## config.mk

```make
export PLATFORM = sky130hd
export DESIGN_NAME = hue_histogram_top_two_unit
export DESIGN_NICKNAME = d
export VERILOG_FILES = /design/src/design/hht_pkg.sv /design/src/design/hht_ram.sv /design/src/design/hht_classify.sv /design/src/design/hht_scan.sv /design/src/design/hue_histogram_top_two_unit.sv
export SDC_FILE = /design/constraint.sdc
export NUM_CORES = 1
export LEC_CHECK = 0
export BUFFER_PORTS_ARGS = -buffer_cell sky130_fd_sc_hd__buf_2
export CAP_MARGIN = 20
export CORE_MARGIN = 2
export CORE_UTILIZATION = 62
export DETAILED_ROUTE_END_ITERATION = 8
export PLACE_DENSITY_LB_ADDON = 0.15
export SLEW_MARGIN = 20
export SYNTH_ARGS = -nofsm -noshare
export SYNTH_HDL_FRONTEND = slang
export SYNTH_HIERARCHICAL = 1
export SYNTH_SLANG_ARGS = --single-unit
```

## constraint.sdc

```tcl
create_clock -name clk -period 7.1 [get_ports clk]
set_input_delay 1.42 -clock clk [delete_from_list [all_inputs] [get_ports clk]]
set_output_delay 1.42 -clock clk [all_outputs]
set_load 0.03 [all_outputs]
```

## src/design/hht_pkg.sv

```systemverilog
// Shared types and constants for the hue histogram top-two block.
package hht_pkg;

  // Number of hue steps in the input hue scale (half degrees).
  localparam int HUE_SPAN = 180;

  // Width of a bin code in the result fields.
  localparam int BIN_FIELD_W = 5;

  // Register indexes on the configuration port.
  localparam logic [1:0] REG_GREY_HUE    = 2'd0;
  localparam logic [1:0] REG_BLACK_VALUE = 2'd1;
  localparam logic [1:0] REG_WHITE_VALUE = 2'd2;

  // Register reset values.
  localparam logic [7:0] GREY_HUE_RESET    = 8'd2;
  localparam logic [7:0] BLACK_VALUE_RESET = 8'd50;
  localparam logic [7:0] WHITE_VALUE_RESET = 8'd200;

  typedef struct packed {
    logic [7:0] hue;
    logic [7:0] brightness;
    logic       inside_region;
    logic       last_pixel;
  } in_t;

  typedef struct packed {
    logic [BIN_FIELD_W-1:0] primary_bin;
    logic [BIN_FIELD_W-1:0] secondary_bin;
  } out_t;

  typedef struct packed {
    logic [7:0] grey_hue_limit;
    logic [7:0] black_value_limit;
    logic [7:0] white_value_limit;
  } cfg_t;

endpackage

```

## src/design/hht_ram.sv

```systemverilog
// Generic single-clock RAM with one write port and one registered read port.
module hht_ram #(
  parameter int WIDTH = 20,
  parameter int DEPTH = 27
) (
  input  logic                     clk,
  input  logic                     wr_en,
  input  logic [$clog2(DEPTH)-1:0] wr_addr,
  input  logic [WIDTH-1:0]         wr_data,
  input  logic                     rd_en,
  input  logic [$clog2(DEPTH)-1:0] rd_addr,
  output logic [WIDTH-1:0]         rd_data
);

  logic [WIDTH-1:0] mem [DEPTH];

  always_ff @(posedge clk) begin
    if (wr_en) begin
      mem[wr_addr] <= wr_data;
    end
    if (rd_en) begin
      rd_data <= mem[rd_addr];
    end
  end

endmodule

```

## src/design/hht_classify.sv

```systemverilog
// Maps one pixel to its histogram bin code.
module hht_classify
  import hht_pkg::*;
#(
  parameter int HUE_BINS = 24
) (
  input  logic [7:0]                       hue,
  input  logic [7:0]                       brightness,
  input  cfg_t                             cfg,
  output logic [$clog2(HUE_BINS+3)-1:0]    code
);

  localparam int TOTAL_BINS  = HUE_BINS + 3;
  localparam int CODE_W      = $clog2(TOTAL_BINS);
  localparam int RECIP_SHIFT = 23;
  // Rounded-up reciprocal of the hue span; exact for all products below 2^15.
  localparam int RECIP       = ((2 ** RECIP_SHIFT) + HUE_SPAN - 1) / HUE_SPAN;
  localparam int SCALE       = HUE_BINS * RECIP;
  localparam int PROD_W      = 8 + $clog2(SCALE + 1);
  localparam int QUOT_W      = PROD_W - RECIP_SHIFT;

  logic [PROD_W-1:0] prod;
  logic [QUOT_W-1:0] quot;
  logic [CODE_W-1:0] hue_code;

  assign prod = PROD_W'(hue) * PROD_W'(SCALE);
  assign quot = prod[PROD_W-1:RECIP_SHIFT];

  // Hues past the nominal span land in the top hue bin.
  assign hue_code = (quot > QUOT_W'(HUE_BINS - 1)) ? CODE_W'(HUE_BINS - 1) : CODE_W'(quot);

  always_comb begin
    if (hue < cfg.grey_hue_limit) begin
      if (brightness < cfg.black_value_limit) begin
        code = CODE_W'(HUE_BINS + 2);
      end else if (brightness > cfg.white_value_limit) begin
        code = CODE_W'(HUE_BINS);
      end else begin
        code = CODE_W'(HUE_BINS + 1);
      end
    end else begin
      code = hue_code;
    end
  end

endmodule

```

## src/design/hht_scan.sv

```systemverilog
// Sequencer that clears the counter RAM and scans it for the two largest bins.
module hht_scan
  import hht_pkg::*;
#(
  parameter int HUE_BINS   = 24,
  parameter int COUNT_BITS = 20
) (
  input  logic                              clk,
  input  logic                              rst,
  input  logic                              start,
  output logic                              busy,
  input  logic [COUNT_BITS-1:0]             rd_data,
  output logic                              rd_en,
  output logic [$clog2(HUE_BINS+3)-1:0]     rd_addr,
  output logic                              wr_en,
  output logic [$clog2(HUE_BINS+3)-1:0]     wr_addr,
  output logic                              done,
  output out_t                              result
);

  localparam int TOTAL_BINS = HUE_BINS + 3;
  localparam int CODE_W     = $clog2(TOTAL_BINS);
  localparam logic [CODE_W-1:0] LAST_CODE = CODE_W'(TOTAL_BINS - 1);

  typedef enum logic [2:0] {S_CLEAR, S_IDLE, S_WAIT, S_SCAN, S_DRAIN} state_t;

  state_t                state;
  logic [CODE_W-1:0]     idx;
  logic                  data_valid;
  logic [CODE_W-1:0]     data_idx;
  logic [CODE_W-1:0]     top_idx;
  logic [COUNT_BITS-1:0] top_cnt;
  logic [CODE_W-1:0]     sec_idx;
  logic [COUNT_BITS-1:0] sec_cnt;
  logic                  have_sec;
  logic [CODE_W-1:0]     top_idx_next;
  logic [COUNT_BITS-1:0] top_cnt_next;
  logic [CODE_W-1:0]     sec_idx_next;
  logic [COUNT_BITS-1:0] sec_cnt_next;
  logic                  have_sec_next;

  assign busy    = (state != S_IDLE);
  assign rd_en   = (state == S_SCAN);
  assign rd_addr = idx;
  assign wr_en   = (state == S_CLEAR) || data_valid;
  assign wr_addr = (state == S_CLEAR) ? idx : data_idx;

  // Running top two in ascending index order; strict compares keep the lowest index on ties.
  always_comb begin
    top_idx_next  = top_idx;
    top_cnt_next  = top_cnt;
    sec_idx_next  = sec_idx;
    sec_cnt_next  = sec_cnt;
    have_sec_next = have_sec;
    if (data_idx == '0) begin
      top_idx_next  = data_idx;
      top_cnt_next  = rd_data;
      have_sec_next = 1'b0;
    end else if (rd_data > top_cnt) begin
      sec_idx_next  = top_idx;
      sec_cnt_next  = top_cnt;
      top_idx_next  = data_idx;
      top_cnt_next  = rd_data;
      have_sec_next = 1'b1;
    end else if (!have_sec || (rd_data > sec_cnt)) begin
      sec_idx_next  = data_idx;
      sec_cnt_next  = rd_data;
      have_sec_next = 1'b1;
    end
  end

  always_ff @(posedge clk) begin
    if (rst) begin
      state      <= S_CLEAR;
      idx        <= '0;
      data_valid <= 1'b0;
      done       <= 1'b0;
    end else begin
      done       <= (state == S_DRAIN);
      data_valid <= (state == S_SCAN);
      data_idx   <= idx;
      if (data_valid) begin
        top_idx  <= top_idx_next;
        top_cnt  <= top_cnt_next;
        sec_idx  <= sec_idx_next;
        sec_cnt  <= sec_cnt_next;
        have_sec <= have_sec_next;
      end
      unique case (state)
        S_CLEAR: begin
          if (idx == LAST_CODE) begin
            idx   <= '0;
            state <= S_IDLE;
          end else begin
            idx <= idx + 1'b1;
          end
        end
        S_IDLE: begin
          if (start) begin
            state <= S_WAIT;
          end
        end
        // Lets the last pixel's count reach the RAM before the scan reads it.
        S_WAIT: begin
          state <= S_SCAN;
        end
        S_SCAN: begin
          if (idx == LAST_CODE) begin
            idx   <= '0;
            state <= S_DRAIN;
          end else begin
            idx <= idx + 1'b1;
          end
        end
        S_DRAIN: begin
          result.primary_bin   <= BIN_FIELD_W'(top_idx_next);
          result.secondary_bin <= BIN_FIELD_W'(sec_idx_next);
          state                <= S_IDLE;
        end
      endcase
    end
  end

endmodule

```

## src/design/hue_histogram_top_two_unit.sv

```systemverilog
// Top level of the hue histogram block: pixel counting pipeline and configuration registers.
//
// Pixels enter on pixel when start is high and busy is low, one per cycle.
// A pixel with inside_region set is counted into one of HUE_BINS + 3
// saturating counters held in a RAM. Counting is a read-modify-write through
// the registered RAM read and stage s1; a count written in one cycle is
// forwarded to a pixel of the same bin read in that same cycle, so pixels may
// follow back to back. A pixel with last_pixel set ends the region: busy rises
// while the scanner reads every counter once (one RAM read per cycle), keeps
// the two largest and writes each counter back to zero. done is high for one
// cycle with primary_bin and secondary_bin on result once the scanner has
// passed its wait, scan and drain states, and in that cycle busy is already
// low. The receiver cannot stall; a result is shown once. After reset busy
// stays high while the RAM is cleared; configuration writes are taken at all
// times on the APB port (grey hue limit at 0x0, black value limit at 0x4,
// white value limit at 0x8).
module hue_histogram_top_two_unit
  import hht_pkg::*;
#(
  parameter int HUE_BINS   = 24,
  parameter int COUNT_BITS = 20
) (
  input  logic        clk,
  input  logic        rst,
  input  logic        start,
  output logic        busy,
  input  in_t         pixel,
  output logic        done,
  output out_t        result,
  input  logic        psel,
  input  logic        penable,
  input  logic        pwrite,
  input  logic [3:0]  paddr,
  input  logic [31:0] pwdata,
  output logic [31:0] prdata,
  output logic        pready
);

  localparam int TOTAL_BINS = HUE_BINS + 3;
  localparam int CODE_W     = $clog2(TOTAL_BINS);

  cfg_t                  cfg;
  logic                  reg_write;
  logic                  accept;
  logic [CODE_W-1:0]     pix_code;
  logic                  s1_valid;
  logic [CODE_W-1:0]     s1_code;
  logic                  wb_valid;
  logic [CODE_W-1:0]     wb_code;
  logic [COUNT_BITS-1:0] wb_count;
  logic [COUNT_BITS-1:0] count_cur;
  logic [COUNT_BITS-1:0] count_next;
  logic                  ram_rd_en;
  logic [CODE_W-1:0]     ram_rd_addr;
  logic [COUNT_BITS-1:0] ram_rd_data;
  logic                  ram_wr_en;
  logic [CODE_W-1:0]     ram_wr_addr;
  logic [COUNT_BITS-1:0] ram_wr_data;
  logic                  scan_rd_en;
  logic [CODE_W-1:0]     scan_rd_addr;
  logic                  scan_wr_en;
  logic [CODE_W-1:0]     scan_wr_addr;

  // Configuration registers.
  assign pready    = 1'b1;
  assign reg_write = psel && penable && pwrite;

  always_ff @(posedge clk) begin
    if (rst) begin
      cfg.grey_hue_limit    <= GREY_HUE_RESET;
      cfg.black_value_limit <= BLACK_VALUE_RESET;
      cfg.white_value_limit <= WHITE_VALUE_RESET;
    end else if (reg_write) begin
      unique case (paddr[3:2])
        REG_GREY_HUE:    cfg.grey_hue_limit    <= pwdata[7:0];
        REG_BLACK_VALUE: cfg.black_value_limit <= pwdata[7:0];
        REG_WHITE_VALUE: cfg.white_value_limit <= pwdata[7:0];
        default: ;
      endcase
    end
  end

  always_comb begin
    unique case (paddr[3:2])
      REG_GREY_HUE:    prdata = 32'(cfg.grey_hue_limit);
      REG_BLACK_VALUE: prdata = 32'(cfg.black_value_limit);
      REG_WHITE_VALUE: prdata = 32'(cfg.white_value_limit);
      default:         prdata = '0;
    endcase
  end

  // Pixel counting.
  assign accept = start && !busy;

  hht_classify #(
    .HUE_BINS(HUE_BINS)
  ) u_classify (
    .hue        (pixel.hue),
    .brightness (pixel.brightness),
    .cfg        (cfg),
    .code       (pix_code)
  );

  always_ff @(posedge clk) begin
    if (rst) begin
      s1_valid <= 1'b0;
      wb_valid <= 1'b0;
    end else begin
      s1_valid <= accept && pixel.inside_region;
      wb_valid <= s1_valid;
    end
    s1_code  <= pix_code;
    wb_code  <= s1_code;
    wb_count <= count_next;
  end

  // The RAM read was taken at the same edge as the previous write; bypass it on a match.
  assign count_cur  = (wb_valid && (wb_code == s1_code)) ? wb_count : ram_rd_data;
  assign count_next = (count_cur == '1) ? count_cur : count_cur + 1'b1;

  assign ram_rd_en   = busy ? scan_rd_en : accept;
  assign ram_rd_addr = busy ? scan_rd_addr : pix_code;
  assign ram_wr_en   = s1_valid || scan_wr_en;
  assign ram_wr_addr = s1_valid ? s1_code : scan_wr_addr;
  assign ram_wr_data = s1_valid ? count_next : '0;

  hht_ram #(
    .WIDTH(COUNT_BITS),
    .DEPTH(TOTAL_BINS)
  ) u_counts (
    .clk     (clk),
    .wr_en   (ram_wr_en),
    .wr_addr (ram_wr_addr),
    .wr_data (ram_wr_data),
    .rd_en   (ram_rd_en),
    .rd_addr (ram_rd_addr),
    .rd_data (ram_rd_data)
  );

  hht_scan #(
    .HUE_BINS  (HUE_BINS),
    .COUNT_BITS(COUNT_BITS)
  ) u_scan (
    .clk     (clk),
    .rst     (rst),
    .start   (accept && pixel.last_pixel),
    .busy    (busy),
    .rd_data (ram_rd_data),
    .rd_en   (scan_rd_en),
    .rd_addr (scan_rd_addr),
    .wr_en   (scan_wr_en),
    .wr_addr (scan_wr_addr),
    .done    (done),
    .result  (result)
  );

  // The counting write and the scanner's clearing write never compete for the port.
  a_write_exclusive: assert property (@(posedge clk) disable iff (rst)
    !(s1_valid && scan_wr_en))
    else $error("counting write and scan write in the same cycle");

  // The last pixel of a region always starts a scan.
  a_last_starts_scan: assert property (@(posedge clk) disable iff (rst)
    (start && !busy && pixel.last_pixel) |=> busy)
    else $error("last pixel did not start a scan");

  // A result only follows a scan.
  a_done_after_scan: assert property (@(posedge clk) disable iff (rst)
    done |-> $past(busy))
    else $error("result without a preceding scan");

  // No pixel is counted while the scanner owns the RAM.
  a_no_count_when_busy: assert property (@(posedge clk) disable iff (rst)
    s1_valid |-> !scan_rd_en)
    else $error("pixel counted during a scan");

endmodule

```

==> results of run 1 <==
-- cells in the final DEF, fill, tap and decap left out, types with 6 or more instances in the layout --
cell,Yosys,layout
clkbuf_1,43,16
nand3b_1,9,9
nor2_1,72,44
nor2_2,0,28
nor2b_1,13,13
a21o_1,13,13
and3_1,9,9
xnor2_1,11,11
mux2_2,57,55
a211oi_1,10,7
and4_1,6,6
nand4_1,22,22
clkinv_1,0,11
buf_12,0,9
conb_1,2,25
mux2i_1,44,44
a221o_1,6,6
edfxtp_1,626,626
buf_4,29,46
a211o_1,6,6
and2_1,21,21
inv_1,79,79
clkinv_2,0,14
o21ai_0,33,33
nand3_1,27,27
o21ai_1,8,8
buf_2,10,53
nand2_1,79,79
mux4_2,160,160
bufinv_16,0,6
nor3_1,25,25
dfxtp_1,66,66
ha_1,93,93
clkbuf_16,0,70
a31oi_1,9,9
xor2_1,8,8
a21oi_1,40,40
-- cells by family (layout without fill, tap and decap cells) --
kind of cell / after synthesis / count (layout) / synth area share, %
AOI/OAI and AO/OA: 166 / 166 / 3.81
xor gates and xnor gates: 20 / 20 / 0.612
adders and majority gates: 96 / 96 / 4.10
buffers and inverters: 172 / 312 / 2.77
DFF: 692 / 692 / 67.4
muxes: 262 / 262 / 15.7
other: 2 / 26 / 0.0251
and+or+nand+nor: 323 / 323 / 5.61
-- registers in the layout, indices dropped and copies added, names as in the netlist, 10 cells and up --
| signal | count |
|---|---|
| u_scan/sec_cnt | 20 |
| u_scan/top_cnt | 20 |
| wb_count | 20 |
| u_counts/mem | 540 |
| u_scan/result | 10 |
| u_counts/rd_data | 20 |
| cfg | 24 |
-- synthesized netlist by cell type, types with 10 or more instances --
master,instances,share of area (%)
a21oi_1,40,0.67
buf_2,10,0.17
nor2_1,72,0.90
mux2_2,57,2.1
o21ai_0,33,0.55
inv_1,79,0.99
a211oi_1,10,0.25
ha_1,93,3.9
edfxtp_1,626,63
mux2i_1,44,1.5
buf_4,29,0.73
nand4_1,22,0.46
and2_1,21,0.44
xnor2_1,11,0.32
nor3_1,25,0.42
mux4_2,160,12
clkbuf_1,43,0.54
a21o_1,13,0.33
dfxtp_1,66,4.4
nand2_1,79,0.99
nor2b_1,13,0.27
nand3_1,27,0.45
-- layout make-up --
class,count,area (um2),area share [%]
clock buffers,88,1840,5.52
well taps,615,769,2.31
repair buffers,108,791,2.37
inverters,79,297,0.891
diodes,1,2.50,0.00752
multi-input cells,892,9120,27.4
clock inverters,37,360,1.08
flip-flops and latches,692,20100,60.4
-- metrics by stage --
step / instances / power (mW)
after CTS: 2511 / 8.61
after detailed placement: 2386 / 5.06
after global placement: 2386 / 5.05
after global routing: 2511 / 8.80
final: 2512 / 8.55
after floorplan: 1756 / 4.91
-- how the worst max path moves through the flow --
stage,from,end,slack (ns)
after CTS,pixel[14],u_counts/rd_data[2],1.04
after detailed placement,pixel[14],u_counts/rd_data[10],0.47
after global placement,pixel[14],u_counts/rd_data[10],0.52
final,pixel[14],u_counts/rd_data[2],1.05
after floorplan,pixel[13],u_counts/rd_data[0],1.14
after global routing,pixel[14],u_counts/rd_data[2],0.85
-- worst reg2reg max path: stages, from the launching register on --
cell and delay, ns:
dfxtp_1 0.33, xnor2_1 0.20, nand4_1 0.50, nor2_2 0.24, buf_4 0.33, nand2_1 0.11, nand2_1 0.11, ha_1 0.21
nand3_1 0.15, nor4_1 0.65, o21ai_0 0.31, a2bb2oi_2 0.59, nor3_1 0.13, xnor2_1 0.32, and2_1 0.77
-- report_power, final --
group	switching [mW]	internal [mW]
logic	0.283	0.228
clock network	1.50	2.06
registers	0.0236	4.44
-- per-layer routing --
metal | share of wire, % | GRT usage, % | vias up
met3 | 7.1 | 4.36 | 116
met4 | 2.6 | 7.42 | 2
li1 | - | - | 7046
met1 | 40 | 36.6 | 8164
met2 | 50 | 43.8 | 617
met5 | 0.020 | 0 | -
==> metrics.txt, run 1 <==
RSZ-0062 raised after global routing false; final instance area between 30,000 and 40,000 um2; final hold vios 0; die width approximately 220 um; Iteration-0 DRC Markers between 1,500 and 2,000; first-pass GRT wire length 97,400 um; vias in the first global route 16,404; Root Buffer clkbuf_16; sequential element share of the synthesized area between 60% and 70%; crit-path cells buf_2, ha_1, inv_1, fa_1, inv_1, ha_1, ha_1, a31oi_1, o21ai_1, and4_2, a221o_2, o21ai_2, a21o_1, mux2_8, buf_4, mux4_2, mux4_2, mux2_2; cell count after synthesis around 1,700; Avg Synthesized Cell Area 17.2 um2; nets 1,999; Startpoint Class input port; DRC 0; Final WS setup approximately 1.0 ns; Req. time, crit path 7.44 ns; CP max stage cell mux4_2; Slowest Stage Delay on Critical Path 0.59 ns; synthesized cell area approximately 30,000 um2; maxcap violations 0; share of cells above drive strength 1 25.8%; # resized after CTS 0; I/O pins 105; detailed placement HPWL 38,600 um; CP Depth 18; WS Path Type input port to register; Routed WL per cell roughly 25 um; Starting Density between 60% and 70%; period utilisation layout 85.2%; Max Slew Vio Count 0; Final Util 69.9%; via count between 15,000 and 20,000; Slew @ Worst Pin 1.02 ns; R2R setup slack 1.82 ns; status completed; IO buf count 53; Slew HR about 32%; DIE HEIGHT about 220 um; DR vias/cell 6.35; peak supply drop between 0.2 and 0.25 mV; crit path buf inv count 4; Post-synth top flop edfxtp_1; LEAKAGE 12.3 nW; Reg-to-Reg End u_counts/mem[7][13]; Worst Skew 0.0296 ns; Hold Crit Class register to register; Seq cells post-synth 692; fmax 165 MHz; initial antenna violation count 2; Worst R2R Start s1_code[4]; post-CTS setup buffer count 0; CTS Sinks a little under 700; power per cell area roughly 260 nW/um2; Hold Startpoint s1_code[4]; minimum clock period 6.05 ns; Setup TNS Final 0 ns; final setup vio count 0; Yosys warning count 6; Crit path arrival time 6.39 ns; CTS tree built; GR Overflow Total 0; row count 80; Post-synth EDFFs 626; Unique masters post-synth 83; die area 50,000 um2; R2R cell count 14; Placer Congestion 0.895; Hold Buf Count CTS 0; clk slew on worst S/H paths about 0.060 ns; hold_ws approximately 0.38 ns; CP endpoint kind register; clk buf depth 3; CP delay by family, top multiplexers; hold path depth 0; Post-Route WL about 64,000 um; core area approximately 48,000 um2; pin count of the biggest net entering global routing 41; TritonCTS buffer count 70; Hold Crit Endpoint wb_code[4]; Post-DP Area roughly 31,000 um2; Max H-tree Level 3; GRT Total Usage 26.3%; TritonRoute pass-1 iters 5; post-route ant nets 0; Skew-Pair Late Insertion Delay 0.61 ns; most used cell, CP ha_1; # fillers ~3,000; pre-CTS setup slack 0.469 ns; CP max FO 32; synthesis-to-layout area growth 11.5%; ys async rst share 0%
Power figures use the tool's default switching activity.
==> run 2: changes to the inputs <==
--- a/config.mk
+++ b/config.mk
@@ -8,7 +8,7 @@
 export BUFFER_PORTS_ARGS = -buffer_cell sky130_fd_sc_hd__buf_2
 export CAP_MARGIN = 20
 export CORE_MARGIN = 2
-export CORE_UTILIZATION = 62
+export CORE_UTILIZATION = 50
 export DETAILED_ROUTE_END_ITERATION = 8
 export PLACE_DENSITY_LB_ADDON = 0.15
 export SLEW_MARGIN = 20
==> constraint.sdc (replaced) <==
create_clock -name clk -period 5.5 [get_ports clk]
set_input_delay 1.1 -clock clk [delete_from_list [all_inputs] [get_ports clk]]
set_output_delay 1.1 -clock clk [all_outputs]
set_load 0.03 [all_outputs]
==> run 2 against run 1 <==
  * Final cell count rose by 8.7%
  * Power rose by 33%
  * Sequential cell count did not move
  * Worst setup slack got worse by 0.92 ns
  * Utilization fell by 12 points
  * Wire length rose by 0.43%
  * Combinational power rose by 46%
  * Clock power rose by 35%
  * Non-clock buffer count rose by 53
  * Via count fell by 1.1%
  * Clock skew rose by 0.014 ns
  * Sequential power rose by 29%
  * Highest routed layer is now met4
==> metrics.txt, run 2 (same netlist as run 1, synthesis figures left out) <==
maxcap violations 0 (unchanged); LEAKAGE 12.7 nW (+3.3%); Starting Density 50.6% (-12 points); clk buf depth 3 (unchanged); commonest non-fill, non-tap cell in the layout edfxtp_1; DRC 0 (unchanged); WS Path Type input port to register; Worst Skew 0.0435 ns (+0.0140 ns); period utilisation layout 97.7%; pin count of the biggest net entering global routing 41 (unchanged); multi-input logic area 9240 um2 (+1.3%); DR vias/cell 5.78 (-9.0%); core area 59,000 um2 (+24%); Slew HR 29.8% (-2.5 points); share of cells above drive strength 1 28.4% (+2.6 points); nets 2,054 (+2.8%); GRT Total Usage 20.6% (-5.7 points); vias in the first global route 16,047 (-2.2%); largest reg by FF count u_counts/mem; post-route ant nets 0 (unchanged); Hold Crit Class register to register; minimum clock period 5.37 ns; Routed WL per cell 23.4 um (-7.6%); synthesis-to-layout area growth 15.1%; Root Buffer clkbuf_16; via count 15,772 (-1.1%); Req. time, crit path 5.85 ns (-1.59 ns); Startpoint Class input port; CP endpoint kind register; TritonCTS buffer count 72 (+2.9%); die width 248 um (+11%); Crit path arrival time 5.72 ns (-0.67 ns); Regs by FF count u_counts/mem (540), cfg (24); first-pass GRT wire length 96,400 um (-1.0%); peak supply drop 0.309 mV (+36%); power per cell area 329 nW/um2 (+28%); TritonRoute pass-1 iters 6 (+1); status completed; Iteration-0 DRC Markers 1,172 (-28%); # fillers 4,400 (+46%); RSZ-0062 raised after global routing false; final setup vio count 0 (unchanged); Final WS setup 0.127 ns (-0.921 ns); pre-CTS setup slack -0.514 ns (-0.983 ns); IO buf count 53 (unchanged); row count 89 (+11%); GR Overflow Total 0 (unchanged); DIE HEIGHT 248 um (+11%); Post-Route WL 63,900 um (+0.43%); most frequent cells in the layout 626 x edfxtp_1, 160 x mux4_2, 87 x buf_4, 86 x ha_1; ant diodes 0 (-1); initial antenna violation count 1 (-1); Skew-Pair Late Insertion Delay 0.64 ns (+0.03 ns); Max Slew Vio Count 0 (unchanged); final hold vios 0 (unchanged); detailed placement HPWL 39,600 um (+2.6%); Slew @ Worst Pin 1.05 ns (+0.0314 ns); CTS tree built; fmax 186 MHz; CTS Sinks 692 (unchanged); register area 20,100 um2 (unchanged); I/O pins 105 (unchanged); Largest register FFs 540 (unchanged); CP max FO 7 (-78%); Overall Power 11.3 mW (+33%); Max H-tree Level 3 (unchanged); clk slew on worst S/H paths 0.06 ns (about the same); die area 61,700 um2 (+24%); Placer Congestion 0.843 (-5.8%)
## run 2: cell types whose count changed in the layout (fill, tap and decap cells not counted), moves of 5 or more
| cell | change |
|---|---|
| buf_4 | +41 |
| clkbuf_16 | +5 |
| clkinv_1 | +6 |
| ha_1 | -7 |
| ha_4 | +5 |
| nor2_2 | -7 |
| nor2_4 | +7 |
## run 2: layout make-up
class | instances | area share [%]
clock buffer | 91 | 5.59
tap | 773 | 2.81
timing repair buffer | 161 | 4.02
clock inverter | 43 | 1.35
sequential | 692 | 58.5
inverter | 79 | 0.862
multi-input combinational | 892 | 26.9
## run 2: final timing paths
path                            startpoint                   end  slack [ns]  depth (start not counted)
worst max register to register     cfg[13]  u_counts/rd_data[16]        0.99                         14
worst max-delay path             pixel[17]  u_counts/rd_data[16]        0.13                         19
worst min-delay path            s1_code[2]            wb_code[2]        0.39                          0
worst min register to register  s1_code[2]            wb_code[2]        0.39                          0
## run 2: repair_timing
action | 4_1_cts | 5_1_grt
hold endpoints to repair | 0 | 0
setup buffers | 0 | 2
hold buffers | 0 | 0
gates resized for setup | 0 | 11
setup endpoints to repair | 0 | 10
## run 2: report_power, final
group / switching, mW / internal [mW] / leakage (nW)
sequential: 0.0274 / 5.74 / 7.10
clock: 2.06 / 2.76 / 1.16
combinational: 0.387 / 0.358 / 4.44
## run 2: critical path, cell delays in order
cell and delay, ns:
buf_4 0.12, ha_2 0.16, inv_1 0.04, fa_1 0.48
inv_1 0.04, ha_1 0.20, ha_2 0.18, a21o_1 0.15
a221o_1 0.39, a221oi_2 0.33, a221o_2 0.22, o21ai_2 0.05
a21o_1 0.21, mux2_8 0.39, buf_12 0.16, clkbuf_16 0.17
mux4_2 0.45, mux4_2 0.56, mux2_2 0.29
## run 2: layer usage
metal  vias up  GRT usage [%]  share of wire (%)
li1       7159              -                  -
met1      8131           28.6                 43
met2       378           33.9                 49
met3       104           3.59                4.9
met4         0           5.42                2.2
met5         -              0                  0
## run 2: stage by stage
| step | TNS, ns | cells | utilization [%] | instance area (um2) | hold slack [ns] |
|---|---|---|---|---|---|
| after floorplan | -0.0504 | 1756 | - | 30100 | 0.360 |
| after global placement | -8.72 | 2591 | 53.9 | 31800 | 0.371 |
| after detailed placement | -9.60 | 2591 | 53.9 | 31800 | 0.373 |
| after CTS | 0 | 2725 | 58.0 | 34200 | 0.385 |
| after global routing | 0 | 2731 | 58.3 | 34400 | 0.395 |
| final | 0 | 2731 | 58.3 | 34400 | 0.385 |
